<file path="config.mk">
export PLATFORM = sky130hd
export DESIGN_NAME = tcw_controller
export DESIGN_NICKNAME = d
export VERILOG_FILES = /design/src/tcw_pkg.sv /design/src/tcw_controller.sv
export SDC_FILE = /design/constraint.sdc
export NUM_CORES = 1
export LEC_CHECK = 0
export BUFFER_PORTS_ARGS = -buffer_cell sky130_fd_sc_hd__buf_2
export CORE_AREA = 10 10 47 49
export CTS_CLUSTER_SIZE = 16
export DETAILED_ROUTE_END_ITERATION = 10
export DIE_AREA = 0 0 57 59
export PLACE_DENSITY_LB_ADDON = 0.05
export SLEW_MARGIN = 20
export SYNTH_ARGS = -nofsm -noshare
export SYNTH_HDL_FRONTEND = slang
export SYNTH_SLANG_ARGS = --single-unit
</file>
<file path="constraint.sdc">
create_clock -name clk -period 2.2 [get_ports clk]
set_input_delay 0.22 -clock clk [delete_from_list [all_inputs] [get_ports clk]]
set_output_delay 0.22 -clock clk [all_outputs]
set_load 0.01 [all_outputs]
</file>
<file path="src/tcw_pkg.sv">
// tcw_pkg: shared types and constants for the text console writer
// used by tcw_controller, tcw_datapath and text_console_writer_core
`timescale 1ns / 1ps

package tcw_pkg;

  // operation codes
  localparam logic OP_PUT  = 1'b0;
  localparam logic OP_READ = 1'b1;

  // newline bytes
  localparam logic [7:0] CHAR_LF = 8'd10;
  localparam logic [7:0] CHAR_CR = 8'd13;

  // text color cycle
  localparam logic [3:0] COLOR_FIRST = 4'd9;
  localparam logic [3:0] COLOR_LAST  = 4'hF;

  // commands from the controller to the datapath
  typedef struct packed {
    logic clear_step;   // write zero to both stores at the sweep pointer
    logic put;          // perform a put transfer
    logic read_issue;   // launch the cell read for a read transfer
    logic load_read;    // capture the read data as the result
    logic load_put;     // present a put result
    logic sweep_step;   // one step of the scroll copy
    logic load_scroll;  // present the result of a scrolling put
  } cmd_t;

  // status from the datapath to the controller
  typedef struct packed {
    logic op_read;      // requested operation is a read
    logic newline;      // requested byte is a newline
    logic col_last;     // cursor sits in the last column
    logic row_last;     // cursor sits on the last row
    logic sweep_last;   // sweep pointer at the last cell
  } status_t;

endpackage

</file>
<file path="src/tcw_controller.sv">
// tcw_controller: sequencing state machine of the text console writer
// depends on tcw_pkg
`timescale 1ns / 1ps

module tcw_controller (
  input  logic            clk,
  input  logic            rst,
  input  logic            start,
  input  tcw_pkg::status_t status,
  output tcw_pkg::cmd_t   cmd,
  output logic            busy
);

  typedef enum logic [4:0] {
    ST_CLEAR      = 5'b00001,
    ST_IDLE       = 5'b00010,
    ST_READ       = 5'b00100,
    ST_SCROLL     = 5'b01000,
    ST_SCROLL_END = 5'b10000
  } state_t;

  state_t state, state_next;

  // state register, clearing pass runs after reset
  always_ff @(posedge clk) begin
    if (rst) begin
      state <= ST_CLEAR;
    end else begin
      state <= state_next;
    end
  end

  // next state and commands
  always_comb begin
    state_next = state;
    cmd        = '0;
    case (state)
      ST_CLEAR: begin
        cmd.clear_step = 1'b1;
        if (status.sweep_last) begin
          state_next = ST_IDLE;
        end
      end
      ST_IDLE: begin
        if (start) begin
          if (status.op_read) begin
            cmd.read_issue = 1'b1;
            state_next     = ST_READ;
          end else begin
            cmd.put = 1'b1;
            if ((status.newline || status.col_last) && status.row_last) begin
              state_next = ST_SCROLL;
            end else begin
              cmd.load_put = 1'b1;
            end
          end
        end
      end
      ST_READ: begin
        cmd.load_read = 1'b1;
        state_next    = ST_IDLE;
      end
      ST_SCROLL: begin
        cmd.sweep_step = 1'b1;
        if (status.sweep_last) begin
          state_next = ST_SCROLL_END;
        end
      end
      ST_SCROLL_END: begin
        cmd.load_scroll = 1'b1;
        state_next      = ST_IDLE;
      end
      default: begin
        state_next = ST_CLEAR;
      end
    endcase
  end

  assign busy = (state != ST_IDLE);

endmodule

</file>
* Yosys cells after proc, flatten, opt, wreduce, memory -nomap -nowiden
Index checks and enable logic that the tools add are counted.
Word-level totals: register bits after elaboration 5, word-level logic and storage cells 33, input bits 8
Cells by class: equal/unequal tests 10, muxes and demuxes 18, reductions and logical operators 4
Operators by type and width (count):
- $mux W5 | 5
- $pmux W5 S4 | 1
- $mux W1 | 10
- $ne A2 B2 Y1 const B | 3
- $eq A5 B1 Y1 const B | 1
- $eq A5 B2 Y1 const B | 1
- $eq A5 B3 Y1 const B | 1
- $eq A5 B4 Y1 const B | 1
- $eq A5 B5 Y1 const B | 1
- $ne A5 B2 Y1 const B | 1
- $mux W2 | 2
- $reduce_and A4 Y1 | 1
- $ne A3 B3 Y1 const B | 1
- $reduce_or A2 Y1 | 1
- $logic_and A1 B1 Y1 | 1
- $logic_or A1 B1 Y1 | 1

* Longest topological paths before layout
Gate-level depths: netlist (run 1).
depth in word-level cells 6, mapped depth 5

* Worst setup path after synthesis (run 1)
Ideal clock, no wire load.
kind reg2reg, start point register state[1], end point register state[3], buffers on the path 1, slack 757 ps, setup time 70 ps, required time 2130 ps, cell stages (with the launch flop) 5, arrival 1373 ps, cells stage by stage dfxtp_1 -> buf_6 -> or3_4 -> or4b_1 -> a21oi_1
Between the ends: word-level cells in the longest chain between the ends 3, elaborated cells between the ends (all ways) 12
RTL lines:
- start: declaration | RTL line tcw_controller.sv:22 | state_t state, state_next;
- start signal: assignment | RTL line tcw_controller.sv:29 | state <= state_next;
- $eq A5 B2 Y1, or another cell as far along | RTL line tcw_controller.sv:37 | case (state)
- $ne A3 B3 Y1 (no line), or another cell as far along
- $reduce_and A4 Y1 (no line) / $pmux W5 S4 (equally long branches)
Several ways; a longest one is shown, not always the timed one. A chain may end at the register's enable or synchronous reset.

==> flow_results.xml, run 1 <==
<?xml version="1.0" encoding="UTF-8"?>
<metrics>
  <group name="finish">
    <metric name="largest_register" unit="">state</metric>
    <metric name="final_layout_size_suffix_gt1_frac" unit="">0.317</metric>
    <metric name="largest_register_ff_count" unit="">5</metric>
    <metric name="top_regs" unit="">state: 5 flops</metric>
    <metric name="area_growth_syn_to_layout" unit="%">21.6</metric>
    <metric name="n_antenna_cell" unit="">0</metric>
    <metric name="post_layout_nonfiller_instances" unit="">79</metric>
    <metric name="final_core_util" unit="">0.332</metric>
    <metric name="final_nets" unit="">72</metric>
  </group>
  <group name="synthesis">
    <metric name="netlist.top_cell.by_area" unit="">dfxtp_1</metric>
    <metric name="synth_cell_type_count" unit="">29</metric>
    <metric name="post_synth_most_frequent_cells" unit="">dfxtp_1 (5), nor2_1 (5), nor3_1 (5)</metric>
    <metric name="ys.flop_type" unit="">dfxtp_1</metric>
    <metric name="synth_seq_cells" unit="">5</metric>
    <metric name="ys.warnings.count" unit="">0</metric>
    <metric name="mappedNetlistArea" unit="sq um">383</metric>
    <metric name="synth_enable_flop_cells" unit="">0</metric>
    <metric name="synthTopCellsByArea" unit="">dfxtp_1 (26%), nor3_1 (6.5%), nor2_1 (4.9%)</metric>
    <metric name="yosysTopAreaCellShare" unit="">0.261</metric>
    <metric name="synth_cells" unit="">50</metric>
    <metric name="sequential_fraction_of_the_synthesis_area" unit="">0.261</metric>
    <metric name="synth.net_count" unit="">58</metric>
    <metric name="async_reset_ff_frac" unit="">0</metric>
    <metric name="post_synth.cell_area_avg" unit="sq um">7.66</metric>
  </group>
  <group name="setup_path">
    <metric name="endpoint" unit="">cmd[6]</metric>
    <metric name="rr_startpoint" unit="">state[1]$_SDFFE_PP0P_</metric>
    <metric name="worstPathArrival" unit="ps">1400</metric>
    <metric name="path_cells" unit="">or3_4 &gt; nor3b_1 &gt; buf_2</metric>
    <metric name="critPathRequiredTime" unit="ps">1980</metric>
    <metric name="criticalPathCategory" unit="">flop to output pin</metric>
    <metric name="reg2reg_setup_slack" unit="ps">720</metric>
    <metric name="critical_path.slowest_cell" unit="">or3_4</metric>
    <metric name="crit_path_end_kind" unit="">output pin</metric>
    <metric name="worstRegToRegCells" unit="">3</metric>
    <metric name="crit_start" unit="">state[1]$_SDFFE_PP0P_</metric>
    <metric name="worstReg2RegEnd" unit="">state[3]$_SDFFE_PP0P_</metric>
    <metric name="critPathMaxStageDelay" unit="ps">420</metric>
    <metric name="critical_path.max_fanout" unit="">10</metric>
    <metric name="start_kind" unit="">flop</metric>
  </group>
  <group name="timing">
    <metric name="count_of_pins_over_their_slew_limit" unit="">0</metric>
    <metric name="final_hold_viol_count" unit="">0</metric>
    <metric name="achievable-frequency" unit="GHz">0.619</metric>
    <metric name="setup_total_negative_slack" unit="ps">0</metric>
    <metric name="grt_setup_unrepaired" unit="">no</metric>
    <metric name="crit_path_time_final" unit="ps">1620</metric>
    <metric name="slew_headroom" unit="">0.782</metric>
    <metric name="setup_viol" unit="">0</metric>
    <metric name="hold_ws" unit="ps">221</metric>
    <metric name="skew" unit="ps">2.67</metric>
    <metric name="timing.final.crit_share" unit="">0.735</metric>
    <metric name="worst_slew_pin_slew" unit="ps">326</metric>
  </group>
  <group name="clocking">
    <metric name="tritoncts_clock_tree" unit="">yes</metric>
    <metric name="cts-root-to-sink-buffers" unit="">2</metric>
    <metric name="insertion_delay_of_the_later_clocked_pin_in_the_worst_skew_pair" unit="ps">240</metric>
    <metric name="tritoncts_num_sinks" unit="">5</metric>
    <metric name="post-cts-setup-buffers" unit="">0</metric>
    <metric name="clock_tree.root_cell" unit="">clkbuf_4</metric>
    <metric name="clkTransAtPathRegs" unit="ps">50</metric>
    <metric name="postCtsHoldBufs" unit="">0</metric>
    <metric name="cts-htree-levels" unit="">1</metric>
    <metric name="postCtsResizedCells" unit="">0</metric>
    <metric name="tritoncts.num_buffers" unit="">3</metric>
  </group>
  <group name="drt">
    <metric name="drt_pre_antenna_iters" unit="">4</metric>
    <metric name="vias" unit="">414</metric>
    <metric name="route.detailed.vias_per_inst" unit="">5.24</metric>
    <metric name="drt-wirelength-per-cell" unit="microns">13.6</metric>
    <metric name="drcViolationCount" unit="">0</metric>
    <metric name="drt.antenna.violating_nets" unit="">0</metric>
    <metric name="wirelength" unit="microns">1080</metric>
    <metric name="drtIter0Drc" unit="">8</metric>
  </group>
  <group name="power_and_ir_drop">
    <metric name="max-vdd-ir-drop" unit="mV">0.219</metric>
    <metric name="fin_total_pwr" unit="mW">0.264</metric>
    <metric name="power_per_cell_area" unit="nW/um^2">567</metric>
    <metric name="p_leak" unit="nW">0.204</metric>
    <metric name="power.share.sequential" unit="">0.399</metric>
    <metric name="clock_power_share" unit="">0.408</metric>
    <metric name="netSwitchingPower" unit="mW">0.0742</metric>
    <metric name="internal_power" unit="mW">0.190</metric>
    <metric name="p_comb_frac" unit="">0.193</metric>
    <metric name="switching_share" unit="">0.281</metric>
  </group>
  <group name="global_route">
    <metric name="grt_overflow" unit="">0</metric>
    <metric name="pin_count_of_the_biggest_net_entering_global_routing" unit="">11</metric>
    <metric name="gr-usage-all-layers" unit="">0.0678</metric>
    <metric name="global_route_wire_length_before_repair" unit="microns">1860</metric>
    <metric name="grt_antenna_before_repair" unit="">0</metric>
    <metric name="number_of_global_route_vias_before_repair" unit="">437</metric>
  </group>
  <group name="die">
    <metric name="core" unit="sq um">1400</metric>
    <metric name="initial_core_util" unit="">0.273</metric>
    <metric name="number_of_placed_i_o_pins" unit="">16</metric>
    <metric name="die_h" unit="microns">59</metric>
    <metric name="die_w" unit="microns">57</metric>
    <metric name="floorplan.rows" unit="">14</metric>
    <metric name="fp.dieArea" unit="sq um">3360</metric>
  </group>
  <group name="run_status">
    <metric name="run_status" unit="">completed</metric>
  </group>
  <group name="worst_hold_path">
    <metric name="number_of_cells_on_the_worst_hold_path" unit="">2</metric>
    <metric name="holdCritPathClass" unit="">input pin to flop</metric>
  </group>
  <group name="placement">
    <metric name="detailed_place_hpwl" unit="microns">864</metric>
    <metric name="portBuffers" unit="">15</metric>
    <metric name="dpl.cell_count" unit="">75</metric>
    <metric name="place_congestion" unit="">0.742</metric>
  </group>
  <group name="flow_run">
    <metric name="drv_cap" unit="">0</metric>
  </group>
</metrics>
-- routing by layer --
metal  vias up  part of all wire  routed length [microns]  global-route usage
met2        17              0.46                      491              0.0992
met1       188              0.46                      498              0.0760
met3         2             0.066                       71              0.0300
li1        207                 -                        -                   -
met5         -                 0                        0                   0
met4         0             0.013                       14              0.0503
-- worst min path at each step --
| stage | from | end | slack (ps) |
|---|---|---|---|
| 2_1_floorplan | rst | state[3]$_SDFFE_PP0P_ | 290 |
| 3_3_place_gp | rst | state[3]$_SDFFE_PP0P_ | 480 |
| 3_5_place_dp | rst | state[3]$_SDFFE_PP0P_ | 470 |
| 4_1_cts | rst | state[3]$_SDFFE_PP0P_ | 210 |
| 5_1_grt | rst | state[3]$_SDFFE_PP0P_ | 220 |
| 6_report | rst | state[3]$_SDFFE_PP0P_ | 220 |
-- kinds of logic (layout without fill, tap and decap cells) --
kind of cell | count (synthesis) | after routing | synth area share
buffers and inverters | 7 | 20 | 0.111
xor gates and xnor gates | 3 | 3 | 0.0686
DFF | 5 | 5 | 0.261
AOI/OAI and AO/OA | 10 | 10 | 0.176
and+or+nand+nor | 25 | 25 | 0.382
-- power groups by stage --
stage,clock network [mW],logic [mW],registers [mW]
detailed placement,0,0.0513,0.107
CTS,0.113,0.0516,0.105
floorplan,0,0.0445,0.0979
global placement,0,0.0528,0.107
global route,0.118,0.0567,0.106
finish,0.107,0.0510,0.105
-- through the flow --
stage | area (sq um) | setup WS, ps
after floorplan | 383 | 757
after global placement | 439 | 735
after detailed placement | 439 | 728
after CTS | 465 | 570
after global routing | 465 | 470
final | 465 | 583
-- critical path, delay by kind of cell (launching register included) --
kind | cells | cell delay, ps
buffers and inverters | 1 | 160
AND/OR/NAND/NOR | 2 | 610
flip-flops | 1 | 380
-- cells in the final DEF (no fill, tap or decap), drive strengths merged, types with 2 or more instances in the layout --
master  Yosys  final
nor2        5      5
clkbuf      2      4
xor2        2      2
buf         4     15
nor3        5      5
o211ai      2      2
nand2       2      2
o21ai       3      3
and3        2      2
dfxtp       5      5
nor3b       2      2
-- area by class of cell --
| class | count | area [sq um] |
|---|---|---|
| clock buffers | 4 | 26.3 |
| fillers | 166 | 936 |
| inverters | 1 | 3.75 |
| multi-input cells | 38 | 240 |
| flip-flops and latches | 5 | 100 |
| well taps | 16 | 20.0 |
| repair buffers | 15 | 75.1 |
No activity file was read; power rests on OpenSTA's default activity.
==> run 2, diff against run 1 <==
Clock period 2.2 ns to 1.5 ns, I/O delays scaled along.
==> flow_results.xml, run 2 (synthesis gave the netlist of run 1 again) <==
<?xml version="1.0" encoding="UTF-8"?>
<metrics>
  <group name="run_status">
    <metric name="run_status" unit="">completed</metric>
  </group>
  <group name="drt">
    <metric name="drt_pre_antenna_iters" unit="">4</metric>
    <metric name="met3_length" unit="microns">76</metric>
    <metric name="drt.antenna.violating_nets" unit="">0</metric>
    <metric name="route.detailed.vias_per_inst" unit="">5.11</metric>
    <metric name="wl_met1" unit="microns">537</metric>
    <metric name="wirelength" unit="microns">1130</metric>
    <metric name="vias" unit="">419</metric>
    <metric name="drcViolationCount" unit="">0</metric>
    <metric name="drtIter0Drc" unit="">6</metric>
    <metric name="wl_met2" unit="microns">504</metric>
    <metric name="highest-signal-layer" unit="">met4</metric>
    <metric name="drt-wirelength-per-cell" unit="microns">13.8</metric>
  </group>
  <group name="clocking">
    <metric name="clock_tree.root_cell" unit="">clkbuf_4</metric>
    <metric name="postCtsHoldBufs" unit="">0</metric>
    <metric name="tritoncts_clock_tree" unit="">yes</metric>
    <metric name="post-cts-setup-buffers" unit="">0</metric>
    <metric name="tritoncts.num_buffers" unit="">3</metric>
    <metric name="cts-htree-levels" unit="">1</metric>
    <metric name="tritoncts_num_sinks" unit="">5</metric>
    <metric name="clkTransAtPathRegs" unit="ps">40</metric>
    <metric name="cts-root-to-sink-buffers" unit="">2</metric>
    <metric name="insertion_delay_of_the_later_clocked_pin_in_the_worst_skew_pair" unit="ps">230</metric>
  </group>
  <group name="power_and_ir_drop">
    <metric name="clock_power_share" unit="">0.387</metric>
    <metric name="power_per_cell_area" unit="nW/um^2">766</metric>
    <metric name="p_comb_frac" unit="">0.231</metric>
    <metric name="max-vdd-ir-drop" unit="mV">0.224</metric>
    <metric name="p_leak" unit="nW">0.225</metric>
    <metric name="switching_share" unit="">0.270</metric>
    <metric name="power.share.sequential" unit="">0.382</metric>
    <metric name="netSwitchingPower" unit="mW">0.105</metric>
    <metric name="internal_power" unit="mW">0.284</metric>
  </group>
  <group name="timing">
    <metric name="final_hold_viol_count" unit="">0</metric>
    <metric name="worst_slew_pin_slew" unit="ps">355</metric>
    <metric name="crit_path_time_final" unit="ps">1450</metric>
    <metric name="count_of_pins_over_their_slew_limit" unit="">0</metric>
    <metric name="slew_headroom" unit="">0.763</metric>
    <metric name="skew" unit="ps">0.746</metric>
    <metric name="hold_ws" unit="ps">150</metric>
    <metric name="achievable-frequency" unit="GHz">0.690</metric>
    <metric name="timing.final.crit_share" unit="">0.966</metric>
    <metric name="setup_viol" unit="">0</metric>
    <metric name="grt_setup_unrepaired" unit="">yes</metric>
  </group>
  <group name="finish">
    <metric name="layout.filler_cells" unit="">164</metric>
    <metric name="multi_input_comb_area" unit="sq um">260</metric>
    <metric name="largest_register" unit="">state</metric>
    <metric name="final_layout_size_suffix_gt1_frac" unit="">0.409</metric>
    <metric name="largest_register_ff_count" unit="">5</metric>
    <metric name="layout.cells.most_common" unit="">buf_2</metric>
    <metric name="layout.cell_area.non_filler" unit="sq um">508</metric>
    <metric name="post_layout_nonfiller_instances" unit="">82</metric>
    <metric name="top_regs" unit="">state: 5 flops</metric>
    <metric name="n_antenna_cell" unit="">0</metric>
    <metric name="ff_latch_area" unit="sq um">100</metric>
    <metric name="area_growth_syn_to_layout" unit="%">32.7</metric>
    <metric name="final_nets" unit="">75</metric>
    <metric name="mostFrequentLayoutCells" unit="">buf_2 (15), dfxtp_1 (5)</metric>
  </group>
  <group name="setup_path">
    <metric name="critical_path.max_fanout" unit="">8</metric>
    <metric name="start_kind" unit="">flop</metric>
    <metric name="criticalPathCategory" unit="">flop to output pin</metric>
    <metric name="worstPathArrival" unit="ps">1300</metric>
    <metric name="critPathRequiredTime" unit="ps">1350</metric>
    <metric name="crit_path_end_kind" unit="">output pin</metric>
  </group>
  <group name="die">
    <metric name="number_of_placed_i_o_pins" unit="">16</metric>
    <metric name="core" unit="sq um">1400</metric>
    <metric name="initial_core_util" unit="">0.273</metric>
    <metric name="die_h" unit="microns">59</metric>
    <metric name="die_w" unit="microns">57</metric>
    <metric name="floorplan.rows" unit="">14</metric>
    <metric name="fp.dieArea" unit="sq um">3360</metric>
  </group>
  <group name="global_route">
    <metric name="number_of_global_route_vias_before_repair" unit="">422</metric>
    <metric name="grt_overflow" unit="">0</metric>
    <metric name="global_route_wire_length_before_repair" unit="microns">1800</metric>
    <metric name="grt_antenna_before_repair" unit="">0</metric>
    <metric name="pin_count_of_the_biggest_net_entering_global_routing" unit="">10</metric>
    <metric name="gr-usage-all-layers" unit="">0.0679</metric>
  </group>
  <group name="flow_run">
    <metric name="drv_cap" unit="">0</metric>
  </group>
  <group name="placement">
    <metric name="detailed_place_hpwl" unit="microns">865</metric>
    <metric name="placedInstanceArea" unit="sq um">462</metric>
    <metric name="portBuffers" unit="">15</metric>
    <metric name="dpl.cell_count" unit="">78</metric>
    <metric name="place_congestion" unit="">0.703</metric>
  </group>
  <group name="worst_hold_path">
    <metric name="holdCritPathClass" unit="">input pin to flop</metric>
  </group>
</metrics>
==> run 2: cell count changes in the layout (fill, tap and decap cells not counted), sizes merged <==
| cell | previous run | this run |
|---|---|---|
| buf | 15 | 18 |
==> run 2: worst max-delay path: stages, from the launching register on <==
cell and delay, ps:
dfxtp_1 400, nor3_2 220, and3_1 180, nor2b_1 120
buf_2 140
==> run 2: final timing paths <==
check | slack [ps] | endpoint | from | depth (start not counted)
setup reg to reg | 110 | state[3]$_SDFFE_PP0P_ | state[1]$_SDFFE_PP0P_ | 3
setup / recovery | 50 | cmd[2] | state[3]$_SDFFE_PP0P_ | 4
hold / removal | 150 | state[3]$_SDFFE_PP0P_ | rst | 2
hold reg to reg | 660 | state[3]$_SDFFE_PP0P_ | state[1]$_SDFFE_PP0P_ | 3
==> run 2: stage by stage <==
step | worst slack, ps | util | TNS [ps] | power, mW
after CTS | 20.2 | 0.355 | 0 | 0.397
after global placement | 159 | 0.329 | 0 | 0.238
after global routing | -53.2 | 0.363 | -107 | 0.411
final | 50.6 | 0.363 | 0 | 0.389
after detailed placement | 127 | 0.329 | 0 | 0.238
after floorplan | 57.1 | - | 0 | 0.209
==> run 2: area by class of cell <==
cell class	count	area share
multi-input combinational	38	0.512
sequential	5	0.197
timing repair buffer	18	0.192
clock buffer	4	0.0517
tap	16	0.0394
inverter	1	0.00739
==> run 2: what timing repair did <==
item	CTS	global route
endpoints found under the hold margin	0	0
endpoints found under the setup margin	2	4
gates cloned	0	0
gates resized for setup	3	2
==> run 2: power by group through the flow <==
stage / clock [mW] / sequential, mW / combinational, mW
2_1_floorplan: 0 / 0.144 / 0.0652
3_3_place_gp: 0 / 0.150 / 0.0879
3_5_place_dp: 0 / 0.150 / 0.0877
4_1_cts: 0.159 / 0.149 / 0.0891
5_1_grt: 0.163 / 0.150 / 0.0982
6_report: 0.151 / 0.149 / 0.0899
==> run 2: routing by layer <==
| layer | vias up | global-route usage |
|---|---|---|
| met4 | 0 | 0.0705 |
| met3 | 2 | 0.0300 |
| met2 | 13 | 0.0961 |
| met5 | - | 0 |
| li1 | 213 | - |
| met1 | 191 | 0.0714 |
==> run 3, diff against run 2 <==
Settings changed: SETUP_SLACK_MARGIN set to 0.2.
Clock period 1.5 ns to 1.65 ns, I/O delays scaled along.
==> flow_results.xml, run 3 (synthesis gave the netlist of run 1 again) <==
<?xml version="1.0" encoding="UTF-8"?>
<metrics>
  <group name="timing">
    <metric name="skew" unit="ps">3.93</metric>
    <metric name="count_of_pins_over_their_slew_limit" unit="">0</metric>
    <metric name="hold_ws" unit="ps">148</metric>
    <metric name="timing.final.crit_share" unit="">0.859</metric>
    <metric name="grt_setup_unrepaired" unit="">yes</metric>
    <metric name="slew_headroom" unit="">0.810</metric>
    <metric name="setup_total_negative_slack" unit="ps">0</metric>
    <metric name="setup_viol" unit="">0</metric>
    <metric name="worst_slew_pin_slew" unit="ps">283</metric>
    <metric name="crit_path_time_final" unit="ps">1420</metric>
    <metric name="final_hold_viol_count" unit="">0</metric>
    <metric name="achievable-frequency" unit="GHz">0.705</metric>
  </group>
  <group name="finish">
    <metric name="top_regs" unit="">state: 5 flops</metric>
    <metric name="final_nets" unit="">79</metric>
    <metric name="largest_register_ff_count" unit="">5</metric>
    <metric name="layout.cell_area.non_filler" unit="sq um">587</metric>
    <metric name="n_antenna_cell" unit="">0</metric>
    <metric name="post_layout_nonfiller_instances" unit="">86</metric>
    <metric name="final_layout_size_suffix_gt1_frac" unit="">0.557</metric>
    <metric name="final_core_util" unit="">0.419</metric>
    <metric name="mostFrequentLayoutCells" unit="">buf_2 (15), buf_4 (5)</metric>
    <metric name="layout.filler_cells" unit="">151</metric>
    <metric name="layout.cells.most_common" unit="">buf_2</metric>
    <metric name="ff_latch_area" unit="sq um">110</metric>
    <metric name="area_growth_syn_to_layout" unit="%">53.3</metric>
    <metric name="largest_register" unit="">state</metric>
    <metric name="multi_input_comb_area" unit="sq um">292</metric>
  </group>
  <group name="die">
    <metric name="number_of_placed_i_o_pins" unit="">16</metric>
    <metric name="die_w" unit="microns">57</metric>
    <metric name="floorplan.rows" unit="">14</metric>
    <metric name="core" unit="sq um">1400</metric>
    <metric name="die_h" unit="microns">59</metric>
    <metric name="initial_core_util" unit="">0.273</metric>
    <metric name="fp.dieArea" unit="sq um">3360</metric>
  </group>
  <group name="placement">
    <metric name="dpl.cell_count" unit="">77</metric>
    <metric name="portBuffers" unit="">15</metric>
    <metric name="place_congestion" unit="">0.725</metric>
    <metric name="detailed_place_hpwl" unit="microns">845</metric>
    <metric name="placedInstanceArea" unit="sq um">454</metric>
  </group>
  <group name="power_and_ir_drop">
    <metric name="internal_power" unit="mW">0.271</metric>
    <metric name="p_comb_frac" unit="">0.264</metric>
    <metric name="netSwitchingPower" unit="mW">0.112</metric>
    <metric name="switching_share" unit="">0.292</metric>
    <metric name="power.share.sequential" unit="">0.352</metric>
    <metric name="clock_power_share" unit="">0.384</metric>
    <metric name="power_per_cell_area" unit="nW/um^2">653</metric>
    <metric name="p_leak" unit="nW">0.252</metric>
    <metric name="max-vdd-ir-drop" unit="mV">0.222</metric>
  </group>
  <group name="setup_path">
    <metric name="worstReg2RegEnd" unit="">state[3]$_SDFFE_PP0P_</metric>
    <metric name="worstPathArrival" unit="ps">1250</metric>
    <metric name="cp_top_family" unit="">simple AND/OR/NAND/NOR gates</metric>
    <metric name="reg2reg_setup_slack" unit="ps">240</metric>
    <metric name="rr_startpoint" unit="">state[1]$_SDFFE_PP0P_</metric>
    <metric name="critical_path.max_fanout" unit="">3</metric>
    <metric name="critPathMaxStageDelay" unit="ps">390</metric>
    <metric name="start_kind" unit="">flop</metric>
    <metric name="criticalPathCategory" unit="">flop to output pin</metric>
    <metric name="critPathRequiredTime" unit="ps">1480</metric>
    <metric name="worst-path-stages" unit="">3</metric>
    <metric name="crit_path_end_kind" unit="">output pin</metric>
    <metric name="buf_inv_on_cp" unit="">1</metric>
    <metric name="critical_path.slowest_cell" unit="">or3_4</metric>
    <metric name="worstRegToRegCells" unit="">3</metric>
    <metric name="path_cells" unit="">or3_4 &gt; nor3b_2 &gt; buf_2</metric>
  </group>
  <group name="global_route">
    <metric name="pin_count_of_the_biggest_net_entering_global_routing" unit="">10</metric>
    <metric name="number_of_global_route_vias_before_repair" unit="">401</metric>
    <metric name="grt_antenna_before_repair" unit="">0</metric>
    <metric name="grt_overflow" unit="">0</metric>
    <metric name="gr-usage-all-layers" unit="">0.0675</metric>
    <metric name="global_route_wire_length_before_repair" unit="microns">1840</metric>
  </group>
  <group name="drt">
    <metric name="vias" unit="">430</metric>
    <metric name="drt_pre_antenna_iters" unit="">4</metric>
    <metric name="drcViolationCount" unit="">0</metric>
    <metric name="drtIter0Drc" unit="">7</metric>
    <metric name="drt.antenna.violating_nets" unit="">0</metric>
    <metric name="route.detailed.vias_per_inst" unit="">5.00</metric>
    <metric name="drt-wirelength-per-cell" unit="microns">13.3</metric>
    <metric name="wirelength" unit="microns">1140</metric>
  </group>
  <group name="clocking">
    <metric name="cts-root-to-sink-buffers" unit="">2</metric>
    <metric name="tritoncts_clock_tree" unit="">yes</metric>
    <metric name="tritoncts.num_buffers" unit="">3</metric>
    <metric name="tritoncts_num_sinks" unit="">5</metric>
    <metric name="clock_tree.root_cell" unit="">clkbuf_4</metric>
    <metric name="insertion_delay_of_the_later_clocked_pin_in_the_worst_skew_pair" unit="ps">250</metric>
    <metric name="clkTransAtPathRegs" unit="ps">40</metric>
    <metric name="cts-htree-levels" unit="">1</metric>
  </group>
  <group name="worst_hold_path">
    <metric name="hp-start" unit="">rst</metric>
    <metric name="number_of_cells_on_the_worst_hold_path" unit="">2</metric>
    <metric name="holdCritPathClass" unit="">input pin to flop</metric>
    <metric name="endpoint_with_the_worst_hold_slack" unit="">state[3]$_SDFFE_PP0P_</metric>
  </group>
  <group name="run_status">
    <metric name="run_status" unit="">completed</metric>
  </group>
  <group name="flow_run">
    <metric name="drv_cap" unit="">0</metric>
  </group>
</metrics>
run 3: changes by cell type in the layout (fill, tap and decap cells not counted), moves of 2 or more:
cell and change:
buf_6 +2, dfxtp_4 +2, dfxtp_1 -4, dfxtp_2 +2
buf_4 +2
run 3: worst register-to-register path, stage by stage, from the launching register on:
cell and delay (ps):
dfxtp_2 320, or3_4 390, or4b_1 490, a21oi_1 140
run 3: power by group through the flow:
stage	clock network [mW]	logic, mW	registers, mW
global placement	0	0.0806	0.137
CTS	0.151	0.0844	0.133
detailed placement	0	0.0798	0.137
finish	0.147	0.101	0.135
floorplan	0	0.0593	0.131
global route	0.158	0.111	0.135
run 3: worst max-delay path by stage:
stage | startpoint | slack, ps | end
2_1_floorplan | state[1]$_SDFFE_PP0P_ | 210 | state[3]$_SDFFE_PP0P_
3_3_place_gp | state[4]$_SDFFE_PP0P_ | 250 | state[3]$_SDFFE_PP0P_
3_5_place_dp | state[4]$_SDFFE_PP0P_ | 220 | state[3]$_SDFFE_PP0P_
4_1_cts | state[1]$_SDFFE_PP0P_ | 160 | cmd[2]
5_1_grt | state[0]$_SDFFE_PP1P_ | 160 | cmd[2]
6_report | state[1]$_SDFFE_PP0P_ | 230 | cmd[6]
run 3: stage by stage:
stage	power, mW	worst slack, ps
after global routing	0.405	157
final	0.383	232
after global placement	0.218	248
after floorplan	0.190	207
after CTS	0.369	162
after detailed placement	0.216	216
run 3: area by class of cell:
type                            count  area share
Sequential cell                     5       0.188
Inverter                            1     0.00640
Tap cell                           16      0.0341
Clock buffer                        4      0.0448
Multi-Input combinational cell     38       0.497
Timing Repair Buffer               22       0.230
run 3: layer usage:
layer	up-vias	track usage	part of all wire
met2	17	0.0930	0.46
li1	219	-	-
met3	2	0.0215	0.071
met4	0	0.0604	0.018
met5	-	0	0
met1	192	0.0811	0.45
run 3: what timing repair did:
| item | 4_1_cts | 5_1_grt |
|---|---|---|
| pin swaps | 1 | 3 |
| buffers inserted | 1 | 4 |
| gates resized for setup | 8 | 11 |
| hold buffers | 0 | 0 |
| endpoints found under the setup margin | 8 | 8 |
